==> src/tclc_pkg.sv <==
`default_nettype none

package tclc_pkg;

  // Field widths
  localparam int COUNT_W = 16;
  localparam int LUX_W = 28;
  localparam int LUX_FRAC = 16;

  // Parameter defaults for the top level
  localparam int DEF_POW_TABLE_DEPTH = 64;
  localparam int DEF_FRAC_BITS = 16;

  // Segment codes
  localparam int SEG_W = 3;
  localparam logic [SEG_W-1:0] SEG_NO_LIGHT = 3'd0;
  localparam logic [SEG_W-1:0] SEG_POW = 3'd1;
  localparam logic [SEG_W-1:0] SEG_LIN1 = 3'd2;
  localparam logic [SEG_W-1:0] SEG_LIN2 = 3'd3;
  localparam logic [SEG_W-1:0] SEG_LIN3 = 3'd4;
  localparam logic [SEG_W-1:0] SEG_ABOVE = 3'd5;

  // Ratio bounds, scaled by 100
  localparam int CMP_W = 24;
  localparam int RATIO_SCALE = 100;
  localparam int BOUND_POW = 52;
  localparam int BOUND_LIN1 = 65;
  localparam int BOUND_LIN2 = 80;
  localparam int BOUND_LIN3 = 130;

  // Linear segment coefficients, scaled by 100000
  localparam int COEF_W = 12;
  localparam int LIN_W = COEF_W + COUNT_W;
  localparam logic [COEF_W-1:0] LIN1_A = 12'd2290;
  localparam logic [COEF_W-1:0] LIN1_B = 12'd2910;
  localparam logic [COEF_W-1:0] LIN2_A = 12'd1570;
  localparam logic [COEF_W-1:0] LIN2_B = 12'd1800;
  localparam logic [COEF_W-1:0] LIN3_A = 12'd338;
  localparam logic [COEF_W-1:0] LIN3_B = 12'd260;

  // Power segment: 3150*2^30 - 5930*p, then times ch0 and down by 2^14
  localparam int Q30_W = 31;
  localparam int SUB_W = 44;
  localparam int D_W = 42;
  localparam int DSPLIT = D_W / 2;
  localparam int PP_W = COUNT_W + DSPLIT;
  localparam int FULL_W = COUNT_W + D_W;
  localparam int POW_SHIFT = 14;
  localparam logic [SUB_W-1:0] POW_COEF = 44'd5930;
  localparam logic [SUB_W-1:0] POW_BASE = 44'd3150 << 30;

  // Final divide by 100000
  localparam int DIVIDEND_W = LIN_W + LUX_FRAC;
  localparam int LUX_DIV_W = 17;
  localparam logic [LUX_DIV_W-1:0] LUX_DIVISOR = 17'd100000;

  // 100000 = 2^5 * 3125: shift out 2^5, then multiply by ceil(2^49 / 3125).
  // The rounding excess is 563, so the top bits are exact for any 39-bit value.
  localparam int LUX_PRE_SHIFT = 5;
  localparam int SCALED_W = DIVIDEND_W - LUX_PRE_SHIFT;
  localparam int RECIP_W = 38;
  localparam int RECIP_SHIFT = 49;
  localparam logic [RECIP_W-1:0] LUX_RECIP = 38'd180143985095;
  localparam int M_SPLIT = 20;
  localparam int R_SPLIT = 19;
  localparam int LUX_STAGES = 3;

  // Stages between the ratio divider and the lux scaling
  localparam int BACK_STAGES = 7;

  // Queue between front and back
  localparam int QUEUE_DEPTH = 4;
  localparam int QUEUE_AW = $clog2(QUEUE_DEPTH);
  localparam int QUEUE_CW = $clog2(QUEUE_DEPTH + 1);

  typedef struct packed {
    logic [COUNT_W-1:0] broadband_count;
    logic [COUNT_W-1:0] infrared_count;
  } sample_t;

  typedef struct packed {
    logic [LUX_W-1:0] lux_q16;
    logic no_light_flag;
  } result_t;

  typedef struct packed {
    logic [COUNT_W-1:0] broadband_count;
    logic [COUNT_W-1:0] infrared_count;
    logic [SEG_W-1:0] seg;
  } class_item_t;

  localparam logic [63:0] Q30_ONE = 64'd1 << 30;

  // Truncating Q30 product
  function automatic logic [63:0] qmul(input logic [63:0] a, input logic [63:0] b);
    return (a * b) >> 30;
  endfunction

  // Q30 power with n factors
  function automatic logic [63:0] qpow(input logic [63:0] v, input int n);
    logic [63:0] r;
    r = v;
    for (int i = 1; i < n; i++) begin
      r = qmul(r, v);
    end
    return r;
  endfunction

  // Largest y in [0, 1] (Q30) with y^5 <= x^7, used at elaboration only
  function automatic logic [Q30_W-1:0] pow_entry(input logic [63:0] x);
    logic [63:0] target;
    logic [63:0] lo;
    logic [63:0] hi;
    logic [63:0] mid;
    target = qpow(x, 7);
    lo = 64'd0;
    hi = Q30_ONE;
    for (int s = 0; s < 32; s++) begin
      if (lo < hi) begin
        mid = lo + ((hi - lo + 64'd1) >> 1);
        if (qpow(mid, 5) <= target) begin
          lo = mid;
        end else begin
          hi = mid - 64'd1;
        end
      end
    end
    return lo[Q30_W-1:0];
  endfunction

endpackage

`default_nettype wire

==> src/tclc_front.sv <==
`default_nettype none

module tclc_front
  import tclc_pkg::*;
(
  input  sample_t     sample,
  output class_item_t item
);

  logic [CMP_W-1:0] ir_scaled;
  logic [CMP_W-1:0] bb_pow;
  logic [CMP_W-1:0] bb_lin1;
  logic [CMP_W-1:0] bb_lin2;
  logic [CMP_W-1:0] bb_lin3;

  // Ratio bounds as exact integer compares
  assign ir_scaled = CMP_W'(sample.infrared_count) * CMP_W'(RATIO_SCALE);
  assign bb_pow = CMP_W'(sample.broadband_count) * CMP_W'(BOUND_POW);
  assign bb_lin1 = CMP_W'(sample.broadband_count) * CMP_W'(BOUND_LIN1);
  assign bb_lin2 = CMP_W'(sample.broadband_count) * CMP_W'(BOUND_LIN2);
  assign bb_lin3 = CMP_W'(sample.broadband_count) * CMP_W'(BOUND_LIN3);

  // Segment pick, each segment closed at its upper bound
  always_comb begin
    item.broadband_count = sample.broadband_count;
    item.infrared_count = sample.infrared_count;
    if (sample.broadband_count == '0) begin
      item.seg = SEG_NO_LIGHT;
    end else if (ir_scaled <= bb_pow) begin
      item.seg = SEG_POW;
    end else if (ir_scaled <= bb_lin1) begin
      item.seg = SEG_LIN1;
    end else if (ir_scaled <= bb_lin2) begin
      item.seg = SEG_LIN2;
    end else if (ir_scaled <= bb_lin3) begin
      item.seg = SEG_LIN3;
    end else begin
      item.seg = SEG_ABOVE;
    end
  end

endmodule

`default_nettype wire

==> config.mk <==
export PLATFORM = sky130hd
export DESIGN_NAME = tclc_front
export DESIGN_NICKNAME = d
export VERILOG_FILES = /design/src/tclc_pkg.sv /design/src/tclc_front.sv
export SDC_FILE = /design/constraint.sdc
export NUM_CORES = 1
export LEC_CHECK = 0
export ABC_AREA = 1
export BUFFER_PORTS_ARGS = -buffer_cell sky130_fd_sc_hd__buf_4
export CAP_MARGIN = 30
export CORE_MARGIN = 1
export CORE_UTILIZATION = 65
export DETAILED_ROUTE_END_ITERATION = 8
export GPL_ROUTABILITY_DRIVEN = 0
export GPL_TIMING_DRIVEN = 0
export PLACE_DENSITY = 0.86
export SYNTH_ARGS = -nofsm -noshare
export SYNTH_HDL_FRONTEND = slang
export SYNTH_SLANG_ARGS = --single-unit
==> constraint.sdc <==
create_clock -name vclk -period 10.8
set_input_delay 2.16 -clock vclk [all_inputs]
set_output_delay 2.16 -clock vclk [all_outputs]
set_load 0.05 [all_outputs]
==> Word level (Yosys, flattened, before mapping) <==
Index checks and enable logic that the tools add are counted.
{ "word_totals": {"reg_bits": 0, "input_bits": 32, "out_inout_bits": 35, "elab_cells": 15} }
{ "op_classes": {"multipliers": 5, "n_lt_le_gt_ge": 4, "muxes": 5, "reduce_logical": 1} }
{ "ops": {"columns": ["operator", "n"], "rows": [
  ["<= comparator 23 bit", 2],
  ["multiplier 16 x 7 -> 23 bit (second input constant)", 2],
  ["<= comparator 23 x 24 -> 1 bit", 1],
  ["<= comparator 23 x 22 -> 1 bit", 1],
  ["multiplier 16 x 5 -> 21 bit (second input constant)", 1],
  ["multiplier 16 x 4 -> 20 bit (second input constant)", 1],
  ["multiplier 16 x 3 -> 19 bit (second input constant)", 1],
  ["zero test 16 bit", 1],
  ["two-way mux 3 bit", 4],
  ["two-way mux 1 bit", 1]
]} }

==> Depth between registers and ports, before layout <==
{ "logic_depth": {"depth_word": 7, "depth_mapped": 31} }

==> Worst setup path before layout <==
OpenSTA, ideal clock, no wires.
{ "synth_path": {"kind": "input -> output", "start": "input sample[8] (netlist bit)", "end": "output item[1] (netlist bit)", "arrival_time_ps": 6277, "setup_slack_ps": 2363, "path_stages": 27, "n_path_buf": 0, "path_cell_list": "ha_1 -> ha_1 -> inv_1 -> fa_1 -> inv_1 -> ha_1 -> nand2_1 -> inv_1 -> nand2_1 -> nand2_1 -> a21oi_1 -> nand2_1 -> nand2_1 -> nand2_1 -> a21oi_1 -> xnor2_1 -> ha_1 -> nand2_1 -> inv_1 -> a221oi_1 -> o21ai_1 -> inv_1 -> nand2_1 -> and2_1 -> nand2_2 -> nand3_1 -> nor2_1"} }
{ "synth_rtl": {"columns": ["item", "line_no", "text"], "rows": [
  ["start: declaration", "tclc_front.sv:6", "input sample_t sample,"],
  ["end: declaration", "tclc_front.sv:7", "output class_item_t item"]
]} }

==> impl_metrics.tcl <==
set metrics [dict create \
    grt_setup_unrepaired "false" \
    cts.hold.buffers_added 0 \
    synth_top_area_frac 0.394 \
    final_nets 1358 \
    synthCells 1011 \
    fill_cells 916 \
    vias 6583 \
    p_clk_frac 0 \
    final_area_mm2 0.00767 \
    met3_usage 0.00371 \
    p_seq_frac 0 \
    min_period_ns 8.93 \
    wire_per_inst_um 13.5 \
    crit_required_ns 8.64 \
    muxShareOfSynthArea 0 \
    seqCellArea_um2 0 \
    path_max_fanout 7 \
    final.period_utilization 0.827 \
    dp_hpwl_um 14500 \
    avgSynthCellArea_um2 6.92 \
    antenna_found_initial 0 \
    hold_path_end "item[15]" \
    netlist_area_mm2 0.00699 \
    yosys_warnings 0 \
    dr.pass1.iters 5 \
    peakVddDrop_v 0.000169 \
    drcViolationCount 0 \
    synth_top_family_by_area "adder cells" \
    areaGrowthSynthToFinish_pct 9.63 \
    holdPathStages 3 \
    n_antenna_cell 0 \
    status "complete, no violations" \
    fmax_mhz 112 \
    hp-class "in2out" \
    post_cts_buffers 0 \
    final_core_util 0.739 \
    worst_slew_pin_slew_ns 0.690 \
    startpoint_type "input port" \
    coreArea_mm2 0.0104 \
    n_sequential_cell 0 \
    drt_iter0_drc 385 \
    track_usage 0.296 \
    wirelength_um 16400 \
    drive_gt1_frac 0.123 \
    end_kind "output port" \
    rows 37 \
    yosysUniqueCellTypes 42 \
    setup_tns_ns 0 \
    worst_ep_arrival_time_ns 6.77 \
    max_cap_violations 0 \
    critPathKind "in2out" \
    p_leak_nw 4.66 \
    min-delay-start "sample[12]" \
    synthAdderAreaFrac 0.468 \
    slew_headroom 0.536 \
    synth-seq-area-share 0 \
    grt_overflow_total 0 \
    die_area_mm2 0.0112 \
    start_util 0.674 \
    synth_xor_area_frac 0.0589 \
    via_per_inst 5.42 \
    post_cts_resized 0 \
    grtUsageMet2 0.502 \
    switching_share 0.626 \
    fp.dieW_um 106 \
    p_switching_mw 0.698 \
    setup_violations 0 \
    p_int_mw 0.418 \
    place_area_mm2 0.00767 \
    synth.area.top_cells "ha_1 (39%), nand2_1 (13%), inv_1 (9.5%), fa_1 (7.4%), a21oi_1 (4.9%)" \
    whs_ns 4.69 \
    synth-compound-area-share 0.0991 \
    finalHoldViolations 0 \
    portBuffers 67 \
    busiest_layer "met2" \
    die_y_um 106 \
    clockBufferCount 0 \
    multi_input_area_mm2 0.00608 \
    drt.antenna.violating_nets 0 \
    grt_max_degree 11 \
    grt_pass1_wl_um 27300 \
    p_per_area_mw_per_mm2 146 \
    drv_slew 0 \
    grt_pass1_vias 5940 \
    comb_power_share 1.000 \
    top_level_ports 67 \
    synthTopCellsByCount "nand2_1 (239), ha_1 (220), inv_1 (177)" \
    yosysTopAreaCell "ha_1" \
    use_met1 0.421 \
    yosysMostFrequentCell "nand2_1" \
    synth_fp_nets 1289 \
    synthSimpleGateAreaFrac 0.244 \
]
## worst max-delay path by stage
| stage | startpoint | end | slack (ns) | depth (start not counted) |
|---|---|---|---|---|
| 2_1_floorplan | sample[8] | item[1] | 2.36 | 27 |
| 3_3_place_gp | sample[2] | item[1] | 2.01 | 25 |
| 3_5_place_dp | sample[2] | item[1] | 1.98 | 25 |
| 4_1_cts | sample[2] | item[1] | 1.96 | 25 |
| 5_1_grt | sample[2] | item[1] | 1.51 | 25 |
| 6_report | sample[2] | item[1] | 1.87 | 25 |
## cells in the final DEF, fill, tap and decap left out, types with 14 or more instances in the layout
| master | synthesis | final |
|---|---|---|
| inv_1 | 177 | 177 |
| nand2_1 | 239 | 239 |
| xnor2_1 | 18 | 18 |
| buf_4 | 32 | 99 |
| nand3_1 | 42 | 42 |
| ha_1 | 220 | 220 |
| nor2_1 | 49 | 49 |
| xor2_1 | 29 | 29 |
| a21oi_1 | 68 | 68 |
| nand4_1 | 14 | 14 |
| fa_1 | 26 | 26 |
## power groups by stage
| stage | clock, mW | sequential (mW) | combinational, mW |
|---|---|---|---|
| after floorplan | 0 | 0 | 0.843 |
| after global placement | 0 | 0 | 1.06 |
| after detailed placement | 0 | 0 | 1.09 |
| after CTS | 0 | 0 | 1.10 |
| after global routing | 0 | 0 | 1.26 |
| final | 0 | 0 | 1.12 |
## routing by layer
metal / vias up / routed length [um]
li1: 3441 / -
met1: 2920 / 7900
met2: 197 / 7320
met3: 25 / 916
met4: 0 / 296
met5: - / 0
## worst max-delay path, cell delays in order
cell and delay (ns):
buf_4 0.15, ha_1 0.30, ha_1 0.27, inv_1 0.05, fa_1 0.49, inv_1 0.04, ha_1 0.35, a21oi_1 0.14
nand2_1 0.09, nand2_1 0.08, nand2_2 0.09, a31oi_1 0.25, o21bai_1 0.12, xor2_1 0.38, ha_1 0.21, nand2_1 0.09
inv_1 0.09, nand4_1 0.09, nor4_1 0.49, nand3_1 0.18, and2_1 0.20, nand2_2 0.07, nand3_1 0.08, nor2_1 0.10
buf_4 0.20
## stage by stage
stage	total power [mW]	instances	setup slack, ns
floorplan	0.843	1011	2.36
global placement	1.06	1214	2.01
detailed placement	1.09	1214	1.98
CTS	1.10	1214	1.96
global route	1.26	1214	1.51
finish	1.12	1214	1.87
## kinds of logic (layout without fill, tap and decap cells)
family	after synthesis	in the layout
compound gates	120	120
xor+xnor	47	47
fa+ha+maj	246	246
buf+inv	210	277
simple gates	388	388
## layout make-up
type,count,area share
tap,136,0.0222
buffer,32,0.0313
inverter,178,0.0872
timing repair buffer,67,0.0656
multi-input combinational,801,0.794
Power figures use the tool's default switching activity.
