--- config.mk ---
export PLATFORM = sky130hd
export DESIGN_NAME = tclc_queue
export DESIGN_NICKNAME = d
export VERILOG_FILES = /design/src/tclc_pkg.sv /design/src/tclc_queue.sv
export SDC_FILE = /design/constraint.sdc
export NUM_CORES = 1
export LEC_CHECK = 0
export CAP_MARGIN = 10
export CORE_AREA = 2 2 144 104
export CTS_CLUSTER_DIAMETER = 120
export DETAILED_ROUTE_END_ITERATION = 7
export DIE_AREA = 0 0 146 106
export DONT_BUFFER_PORTS = 1
export GPL_TIMING_DRIVEN = 1
export MAX_ROUTING_LAYER = met4
export PLACE_DENSITY = 0.62
export SYNTH_ARGS = -nofsm -noshare
export SYNTH_HDL_FRONTEND = slang
export SYNTH_SLANG_ARGS = --single-unit
--- constraint.sdc ---
create_clock -name clk -period 2.6 [get_ports clk]
set_input_delay 0.13 -clock clk [delete_from_list [all_inputs] [get_ports clk]]
set_output_delay 0.13 -clock clk [all_outputs]
set_load 0.02 [all_outputs]
--- src/tclc_pkg.sv ---
`default_nettype none

package tclc_pkg;

  // Field widths
  localparam int COUNT_W = 16;
  localparam int LUX_W = 28;
  localparam int LUX_FRAC = 16;

  // Parameter defaults for the top level
  localparam int DEF_POW_TABLE_DEPTH = 64;
  localparam int DEF_FRAC_BITS = 16;

  // Segment codes
  localparam int SEG_W = 3;
  localparam logic [SEG_W-1:0] SEG_NO_LIGHT = 3'd0;
  localparam logic [SEG_W-1:0] SEG_POW = 3'd1;
  localparam logic [SEG_W-1:0] SEG_LIN1 = 3'd2;
  localparam logic [SEG_W-1:0] SEG_LIN2 = 3'd3;
  localparam logic [SEG_W-1:0] SEG_LIN3 = 3'd4;
  localparam logic [SEG_W-1:0] SEG_ABOVE = 3'd5;

  // Ratio bounds, scaled by 100
  localparam int CMP_W = 24;
  localparam int RATIO_SCALE = 100;
  localparam int BOUND_POW = 52;
  localparam int BOUND_LIN1 = 65;
  localparam int BOUND_LIN2 = 80;
  localparam int BOUND_LIN3 = 130;

  // Linear segment coefficients, scaled by 100000
  localparam int COEF_W = 12;
  localparam int LIN_W = COEF_W + COUNT_W;
  localparam logic [COEF_W-1:0] LIN1_A = 12'd2290;
  localparam logic [COEF_W-1:0] LIN1_B = 12'd2910;
  localparam logic [COEF_W-1:0] LIN2_A = 12'd1570;
  localparam logic [COEF_W-1:0] LIN2_B = 12'd1800;
  localparam logic [COEF_W-1:0] LIN3_A = 12'd338;
  localparam logic [COEF_W-1:0] LIN3_B = 12'd260;

  // Power segment: 3150*2^30 - 5930*p, then times ch0 and down by 2^14
  localparam int Q30_W = 31;
  localparam int SUB_W = 44;
  localparam int D_W = 42;
  localparam int DSPLIT = D_W / 2;
  localparam int PP_W = COUNT_W + DSPLIT;
  localparam int FULL_W = COUNT_W + D_W;
  localparam int POW_SHIFT = 14;
  localparam logic [SUB_W-1:0] POW_COEF = 44'd5930;
  localparam logic [SUB_W-1:0] POW_BASE = 44'd3150 << 30;

  // Final divide by 100000
  localparam int DIVIDEND_W = LIN_W + LUX_FRAC;
  localparam int LUX_DIV_W = 17;
  localparam logic [LUX_DIV_W-1:0] LUX_DIVISOR = 17'd100000;

  // 100000 = 2^5 * 3125: shift out 2^5, then multiply by ceil(2^49 / 3125).
  // The rounding excess is 563, so the top bits are exact for any 39-bit value.
  localparam int LUX_PRE_SHIFT = 5;
  localparam int SCALED_W = DIVIDEND_W - LUX_PRE_SHIFT;
  localparam int RECIP_W = 38;
  localparam int RECIP_SHIFT = 49;
  localparam logic [RECIP_W-1:0] LUX_RECIP = 38'd180143985095;
  localparam int M_SPLIT = 20;
  localparam int R_SPLIT = 19;
  localparam int LUX_STAGES = 3;

  // Stages between the ratio divider and the lux scaling
  localparam int BACK_STAGES = 7;

  // Queue between front and back
  localparam int QUEUE_DEPTH = 4;
  localparam int QUEUE_AW = $clog2(QUEUE_DEPTH);
  localparam int QUEUE_CW = $clog2(QUEUE_DEPTH + 1);

  typedef struct packed {
    logic [COUNT_W-1:0] broadband_count;
    logic [COUNT_W-1:0] infrared_count;
  } sample_t;

  typedef struct packed {
    logic [LUX_W-1:0] lux_q16;
    logic no_light_flag;
  } result_t;

  typedef struct packed {
    logic [COUNT_W-1:0] broadband_count;
    logic [COUNT_W-1:0] infrared_count;
    logic [SEG_W-1:0] seg;
  } class_item_t;

  localparam logic [63:0] Q30_ONE = 64'd1 << 30;

  // Truncating Q30 product
  function automatic logic [63:0] qmul(input logic [63:0] a, input logic [63:0] b);
    return (a * b) >> 30;
  endfunction

  // Q30 power with n factors
  function automatic logic [63:0] qpow(input logic [63:0] v, input int n);
    logic [63:0] r;
    r = v;
    for (int i = 1; i < n; i++) begin
      r = qmul(r, v);
    end
    return r;
  endfunction

  // Largest y in [0, 1] (Q30) with y^5 <= x^7, used at elaboration only
  function automatic logic [Q30_W-1:0] pow_entry(input logic [63:0] x);
    logic [63:0] target;
    logic [63:0] lo;
    logic [63:0] hi;
    logic [63:0] mid;
    target = qpow(x, 7);
    lo = 64'd0;
    hi = Q30_ONE;
    for (int s = 0; s < 32; s++) begin
      if (lo < hi) begin
        mid = lo + ((hi - lo + 64'd1) >> 1);
        if (qpow(mid, 5) <= target) begin
          lo = mid;
        end else begin
          hi = mid - 64'd1;
        end
      end
    end
    return lo[Q30_W-1:0];
  endfunction

endpackage

`default_nettype wire

--- src/tclc_queue.sv ---
`default_nettype none

module tclc_queue
  import tclc_pkg::*;
(
  input  logic        clk,
  input  logic        rst,
  input  logic        push,
  input  class_item_t push_item,
  output logic        full,
  input  logic        pop,
  output class_item_t pop_item,
  output logic        empty
);

  class_item_t mem [QUEUE_DEPTH];
  logic [QUEUE_AW-1:0] wr_ptr;
  logic [QUEUE_AW-1:0] rd_ptr;
  logic [QUEUE_CW-1:0] count;

  // Pointers and fill count
  always_ff @(posedge clk) begin
    if (rst) begin
      wr_ptr <= '0;
      rd_ptr <= '0;
      count <= '0;
    end else begin
      if (push) begin
        wr_ptr <= wr_ptr + QUEUE_AW'(1);
      end
      if (pop) begin
        rd_ptr <= rd_ptr + QUEUE_AW'(1);
      end
      case ({push, pop})
        2'b10:   count <= count + QUEUE_CW'(1);
        2'b01:   count <= count - QUEUE_CW'(1);
        default: count <= count;
      endcase
    end
  end

  // Storage
  always_ff @(posedge clk) begin
    if (push) begin
      mem[wr_ptr] <= push_item;
    end
  end

  assign pop_item = mem[rd_ptr];
  assign full = (count == QUEUE_CW'(QUEUE_DEPTH));
  assign empty = (count == '0);

endmodule

`default_nettype wire

# After elaboration in Yosys (flattened, before gate mapping)
# Memories as Yosys holds them, arrays and structs flattened. A register that Yosys moved wholly into a read port is not among the register bits.
# Index checks and enable logic that the tools add are counted.
dict set report word_totals {
  ramBits 140
  memories 1
  word_cells 18
  inputBits 39
  ff_bits 7
  out_inout_bits 37
}
# memory depth width read_ports rd_ports_with_merged_regs write_ports line
set memory_table {}
lappend memory_table {mem 4 35 1 1 1 tclc_queue.sv:16} ;# class_item_t mem [QUEUE_DEPTH];
dict set report classes {
  n_reduce_logical 2
  add_sub_neg 4
  n_mux 5
  eq_ne 3
}
# operator count
set op_table {}
lappend op_table {{3-bit case mux with 2 select lines} 1}
lappend op_table {{2-bit by 1-bit adder with 2-bit output, second input constant} 2}
lappend op_table {{2-bit 2-to-1 mux} 2}
lappend op_table {{3-bit by 1-bit adder with 3-bit output, second input constant} 1}
lappend op_table {{3-bit equality test, second input constant} 1}
lappend op_table {{3-bit logical NOT} 1}
lappend op_table {{3-bit by 1-bit subtractor with 3-bit output, second input constant} 1}
lappend op_table {{2-bit by 1-bit equality test with 1-bit output, second input constant} 1}
lappend op_table {{2-bit equality test, second input constant} 1}
lappend op_table {{1-bit 2-to-1 mux} 2}
lappend op_table {{2-bit nonzero test} 1}

# Logic depth before layout (Yosys ltp)
# Gate-level depths: netlist of the first run.
dict set report depth {
  depth_word 3
  depth_mapped 7
  depth_no_buf 7
}

# Worst setup path after synthesis of the first run
# Ideal clock, no wire load.
dict set report synth_path {
  kind {register -> register}
  start {register wr_ptr[0]}
  end {memory mem[2][0] in the netlist's numbering (enable)}
  t_arrival_ns 1.399
  required_ns 2.205
  path_stages_with_launch 4
  slack_ns 0.806
  cell_sequence {dfxtp_1 > inv_1 > ha_1 > and2_1}
}
# element line
set synth_rtl {}
lappend synth_rtl {{start, declared} tclc_queue.sv:17} ;# logic [QUEUE_AW-1:0] wr_ptr;
lappend synth_rtl {{start signal, assigned} tclc_queue.sv:29} ;# wr_ptr <= wr_ptr + QUEUE_AW'(1);
lappend synth_rtl {{end, declared} tclc_queue.sv:16}
# No word-level cell before the write port.

==> results of run 1 <==
## per-layer routing
metal / vias up / track usage / wire length (µm)
met4: 0 / 0.0520 / 111
li1: 1072 / - / -
met2: 77 / 0.199 / 4450
met5: - / - / 0
met1: 1297 / 0.195 / 4700
met3: 8 / 0.0567 / 688
## registers in the layout, summed over array words and instances (netlist names), named ones only
register	cells
rd_ptr	2
count	3
mem	140
wr_ptr	2
## synth_stat cells
| master | number | area share |
|---|---|---|
| edfxtp_1 | 140 | 0.76 |
| mux4_2 | 30 | 0.12 |
| dfxtp_1 | 9 | 0.033 |
| nor2_1 | 8 | 0.0054 |
| inv_1 | 6 | 0.0041 |
| ha_1 | 5 | 0.011 |
| mux4_1 | 5 | 0.024 |
| and2_1 | 4 | 0.0045 |
| buf_12 | 3 | 0.011 |
| buf_2 | 3 | 0.0027 |
| xor2_1 | 3 | 0.0047 |
| a21oi_1 | 2 | 0.0018 |
| xnor2_1 | 2 | 0.0032 |
| and3_1 | 1 | 0.0011 |
| buf_6 | 1 | 0.0020 |
| clkbuf_1 | 1 | 0.00068 |
| clkbuf_2 | 1 | 0.00090 |
| fa_1 | 1 | 0.0036 |
| mux2i_1 | 1 | 0.0018 |
| nand2_1 | 1 | 0.00068 |
| nor3_1 | 1 | 0.00090 |
| o21ai_0 | 1 | 0.00090 |
| or3_1 | 1 | 0.0011 |
## cell type report
type | count | area (µm²)
Sequential cell | 149 | 4390
Inverter | 6 | 22.5
Clock buffer | 21 | 460
Fill cell | 1230 | 7470
Timing Repair Buffer | 47 | 485
Tap cell | 195 | 244
Multi-Input combinational cell | 66 | 1040
Clock inverter | 11 | 149
## critical path, cell delays in order, from the launching register on
cell	delay, ps
dfxtp_2	480
buf_4	290
mux4_1	700
## cell families (layout without fill, tap and decap cells)
| group | count (synthesis) | in the layout | share of synthesized area |
|---|---|---|---|
| XOR/XNOR | 5 | 5 | 0.00791 |
| AO/OA/AOI/OAI | 3 | 3 | 0.00271 |
| multiplexers | 36 | 36 | 0.148 |
| adder cells (fa/ha/maj) | 6 | 6 | 0.0149 |
| buffers and inverters | 15 | 85 | 0.0212 |
| AND/OR/NAND/NOR | 16 | 16 | 0.0138 |
| flip-flops | 149 | 149 | 0.792 |
## where the power goes
part	internal, mW	leakage, nW	switching [mW]
clock network	1.56	0.290	0.912
registers	2.75	1.36	0.0385
logic	0.213	0.551	0.332
total	4.53	2.20	1.28
## stage by stage
| step | instance area (µm²) | std cells | worst slack [ps] | utilization |
|---|---|---|---|---|
| 2_1_floorplan | 5540 | 230 | 806 | - |
| 6_report | 6790 | 495 | 582 | 0.476 |
| 3_3_place_gp | 5800 | 425 | 968 | 0.407 |
| 4_1_cts | 6790 | 495 | 523 | 0.476 |
| 5_1_grt | 6790 | 495 | 460 | 0.476 |
| 3_5_place_dp | 5800 | 425 | 913 | 0.407 |
## how the worst max path moves through the flow
| stage | startpoint | to | slack (ps) | depth (start not counted) |
|---|---|---|---|---|
| finish | flop | pop_item[26] | 580 | 2 |
| global route | flop | pop_item[26] | 460 | 2 |
| CTS | flop | pop_item[26] | 520 | 2 |
| detailed placement | wr_ptr[0] | mem[0][20] | 910 | 4 |
| global placement | wr_ptr[0] | mem[1][20] | 970 | 3 |
| floorplan | wr_ptr[0] | mem[2][0] | 810 | 3 |
==> flow_metrics.env, run 1 <==
export IMPL_outcome="completed"
export IMPL_reg2reg_depth=4
export IMPL_drtAntennaViolNets=0
export IMPL_syn_inst=230
export IMPL_min_path_type="primary input to flop"
export IMPL_maxSlewViolCount=0
export IMPL_hold_path_depth=1
export IMPL_overflow=0
export IMPL_drt_first_pass_iters=4
export IMPL_ys_seq_elements=149
export IMPL_cts_tree="yes"
export IMPL_final_cell_mix="140 x edfxtp_1, 38 x dlygate4sd3_1, 30 x mux4_2"
export IMPL_vias_per_cell=4.96
export IMPL_n_antenna_cell=0
export IMPL_postCtsSetupRepairBufs=0
export IMPL_die_y_um=106
export IMPL_seq_area_frac_synth=0.792
export IMPL_r2r_start="wr_ptr[0]"
export IMPL_post_dp_hpwl_um=6100
export IMPL_place_congestion=0.748
export IMPL_layout_commonest_cell="edfxtp_1"
export IMPL_r2r_slack_ps=920
export IMPL_drtIter0Drc=167
export IMPL_max_vdd_ir_drop_uv=528
export IMPL_synth_nets=275
export IMPL_fin_nets=332
export IMPL_wl_per_cell_um=20.1
export IMPL_setup_viol=0
export IMPL_startpoint_type="flop"
export IMPL_grt_max_degree=32
export IMPL_relSlewSlack=0.568
export IMPL_ioPinCount=76
export IMPL_vias=2454
export IMPL_hp_start="push"
export IMPL_die_area_um2=15500
export IMPL_syn_area_um2=5540
export IMPL_avgSynthCellArea_um2=24.1
export IMPL_routed_wl_um=9950
export IMPL_grt_usage=0.144
export IMPL_cts_root_buffer="clkbuf_16"
export IMPL_start_util=0.388
export IMPL_cts_buffers_inserted=17
export IMPL_hold_slack_ps=71.2
export IMPL_drive_gt1_frac=0.250
export IMPL_required_ps=2470
export IMPL_power_total_mw=5.81
export IMPL_tns_ps=0
export IMPL_cts_resized=0
export IMPL_syn2layout_area_growth_pct=22.6
export IMPL_hold_violations=0
export IMPL_hold_end="mem[2][21]"
export IMPL_p_per_area_nw_per_um2=856
export IMPL_end_kind="output pin"
export IMPL_cts_hold_buffers=38
export IMPL_route_detailed_drc=0
export IMPL_maxCapViolCount=0
export IMPL_r2r_end="mem[0][11]"
export IMPL_grt_pass1_vias=2626
export IMPL_insertion_delay_ps=410
export IMPL_yosys_cell_types_count=23
export IMPL_period_needed_ps=2020
export IMPL_grt_pass1_wl_um=15600
export IMPL_worstPathArrival_ps=1890
export IMPL_cts_max_level=4
export IMPL_p_leak_nw=2.20
export IMPL_finalClockSkew_ps=4.15
export IMPL_numPortBuffers=0
export IMPL_worst_pin_slew_ps=643
export IMPL_core_area_um2=14300
export IMPL_die_width_um=146
export IMPL_rows=37
export IMPL_antenna_found_initial=0
export IMPL_clockBufferDepth=2
export IMPL_critPathKind="flop to output pin"
export IMPL_fin_crit_sh=0.776
export IMPL_rsz0062_at_grt="false"
export IMPL_fmax_ghz=0.496
export IMPL_clk_pin_slew_ps=60
export IMPL_cts_sinks=149
export IMPL_path_max_fanout=9
export IMPL_yosys_warnings=0
Power figures use the tool's default switching activity.
==> run 2: changes to the inputs <==
==> constraint.sdc (replaced) <==
create_clock -name clk -period 1.88 [get_ports clk]
set_input_delay 0.094 -clock clk [delete_from_list [all_inputs] [get_ports clk]]
set_output_delay 0.094 -clock clk [all_outputs]
set_load 0.02 [all_outputs]
==> run 2 against run 1 <==
Effect of this change:
- sequential share of layout area rose by 0.77 points
- critical path depth unchanged
- largest cell class unchanged
- die area is the same
- clock power up 18%
- highest routed layer unchanged
- largest power group unchanged
- register-to-register slack worse by 610 ps
- sequential cell count stayed put
==> flow_metrics.env, run 2 (synthesis gave the netlist of run 1 again) <==
export IMPL_outcome="completed"
export IMPL_grt_usage=0.137
export IMPL_rows=37
export IMPL_clockBufferDepth=2
export IMPL_worst_pin_slew_ps=640
export IMPL_die_width_um=146
export IMPL_postCtsSetupRepairBufs=0
export IMPL_ff_latch_area_um2=4390
export IMPL_drtAntennaViolNets=0
export IMPL_hold_violations=0
export IMPL_worstPathArrival_ps=1690
export IMPL_cts_sinks=149
export IMPL_cts_tree="yes"
export IMPL_p_per_area_nw_per_um2=1120
export IMPL_startpoint_type="flop"
export IMPL_cts_buffers_inserted=17
export IMPL_fin_util=0.470
export IMPL_insertion_delay_ps=410
export IMPL_relSlewSlack=0.570
export IMPL_largest_reg_flops=140
export IMPL_wl_per_cell_um=19.5
export IMPL_die_y_um=106
export IMPL_drive_gt1_frac=0.237
export IMPL_setup_viol=0
export IMPL_top_register="mem"
export IMPL_reg_largest_list="mem: 140 flops, count: 3 flops"
export IMPL_vias_per_cell=4.86
export IMPL_finalClockSkew_ps=3.61
export IMPL_p_leak_nw=2.17
export IMPL_grt_max_degree=28
export IMPL_rsz0062_at_grt="false"
export IMPL_hold_end="count[1]"
export IMPL_cts_max_level=4
export IMPL_overflow=0
export IMPL_numPortBuffers=0
export IMPL_maxSlewViolCount=0
export IMPL_n_antenna_cell=0
export IMPL_core_area_um2=14300
export IMPL_critPathKind="flop to output pin"
export IMPL_routed_wl_um=9640
export IMPL_fillers=1227
export IMPL_fin_nets=336
export IMPL_r2r_start="count[0]"
export IMPL_end_kind="output pin"
export IMPL_grt_pass1_vias=2704
export IMPL_vias=2404
export IMPL_final_cell_mix="140 x edfxtp_1, 39 x dlygate4sd3_1, 31 x mux4_2"
export IMPL_grt_pass1_wl_um=14800
export IMPL_layout_commonest_cell="edfxtp_1"
export IMPL_reg2reg_depth=5
export IMPL_cts_root_buffer="clkbuf_16"
export IMPL_hold_path_depth=3
export IMPL_r2r_slack_ps=310
export IMPL_r2r_end="count[2]"
export IMPL_drt_first_pass_iters=4
export IMPL_clk_pin_slew_ps=50
export IMPL_min_path_type="primary input to flop"
export IMPL_required_ps=1790
export IMPL_die_area_um2=15500
export IMPL_hp_start="pop"
export IMPL_ioPinCount=76
export IMPL_syn2layout_area_growth_pct=21.2
export IMPL_multi_input_area_um2=1040
export IMPL_fin_crit_sh=0.947
export IMPL_max_vdd_ir_drop_uv=858
export IMPL_antenna_found_initial=0
export IMPL_start_util=0.388
export IMPL_place_congestion=0.660
export IMPL_post_dp_hpwl_um=5820
export IMPL_tns_ps=0
export IMPL_drtIter0Drc=121
export IMPL_maxCapViolCount=0
export IMPL_period_needed_ps=1780
export IMPL_fmax_ghz=0.562
export IMPL_path_max_fanout=8
export IMPL_route_detailed_drc=0
-- run 2: power breakdown --
group | total (mW) | leakage, nW | switching (mW) | internal [mW]
clock | 2.91 | 0.244 | 1.15 | 1.76
sequential | 3.85 | 1.36 | 0.0425 | 3.81
combinational | 0.764 | 0.568 | 0.461 | 0.303
total | 7.52 | 2.17 | 1.65 | 5.87
-- run 2: layout make-up --
cell class	count	area share
flip-flops and latches	149	0.654
clock buffers	20	0.0651
inverters	6	0.00336
multi-input cells	66	0.154
clock inverters	8	0.00951
repair buffers	51	0.0772
well taps	195	0.0364
-- run 2: layer usage --
metal  share of wire  track usage
met1            0.45        0.164
met2            0.47        0.212
met3           0.061       0.0558
met4           0.013       0.0541
met5               0            -
-- run 2: worst max-delay path by stage --
stage                   start            to  slack, ps  cells after the start
CTS                      flop  pop_item[29]         60                      2
global placement     count[0]      count[2]        400                      5
finish                   flop  pop_item[29]        100                      2
floorplan           wr_ptr[0]     mem[2][0]         90                      3
global route             flop  pop_item[30]         30                      2
detailed placement   count[0]      count[2]        320                      5
-- run 2: timing repair --
item	in CTS	in global routing
endpoints found under the hold margin	149	0
setup endpoints to repair	1	0
resized for setup	1	0
hold buffers	39	0
-- run 2: worst max-delay path, cell delays in order, from the launching register on --
cell and delay (ps):
dfxtp_2 350, buf_4 210, mux4_1 710
-- run 2: stage by stage --
| step | cell area [µm²] | power (mW) | setup slack (ps) | hold slack (ps) | std cells |
|---|---|---|---|---|---|
| after CTS | 6710 | 7.64 | 57.0 | 47.8 | 495 |
| after global routing | 6710 | 7.81 | 32.2 | 105 | 495 |
| final | 6710 | 7.52 | 99.8 | 65.1 | 495 |
| after global placement | 5820 | 4.59 | 398 | 165 | 428 |
| after detailed placement | 5820 | 4.60 | 322 | 166 | 428 |
| after floorplan | 5540 | 4.46 | 85.8 | 193 | 230 |
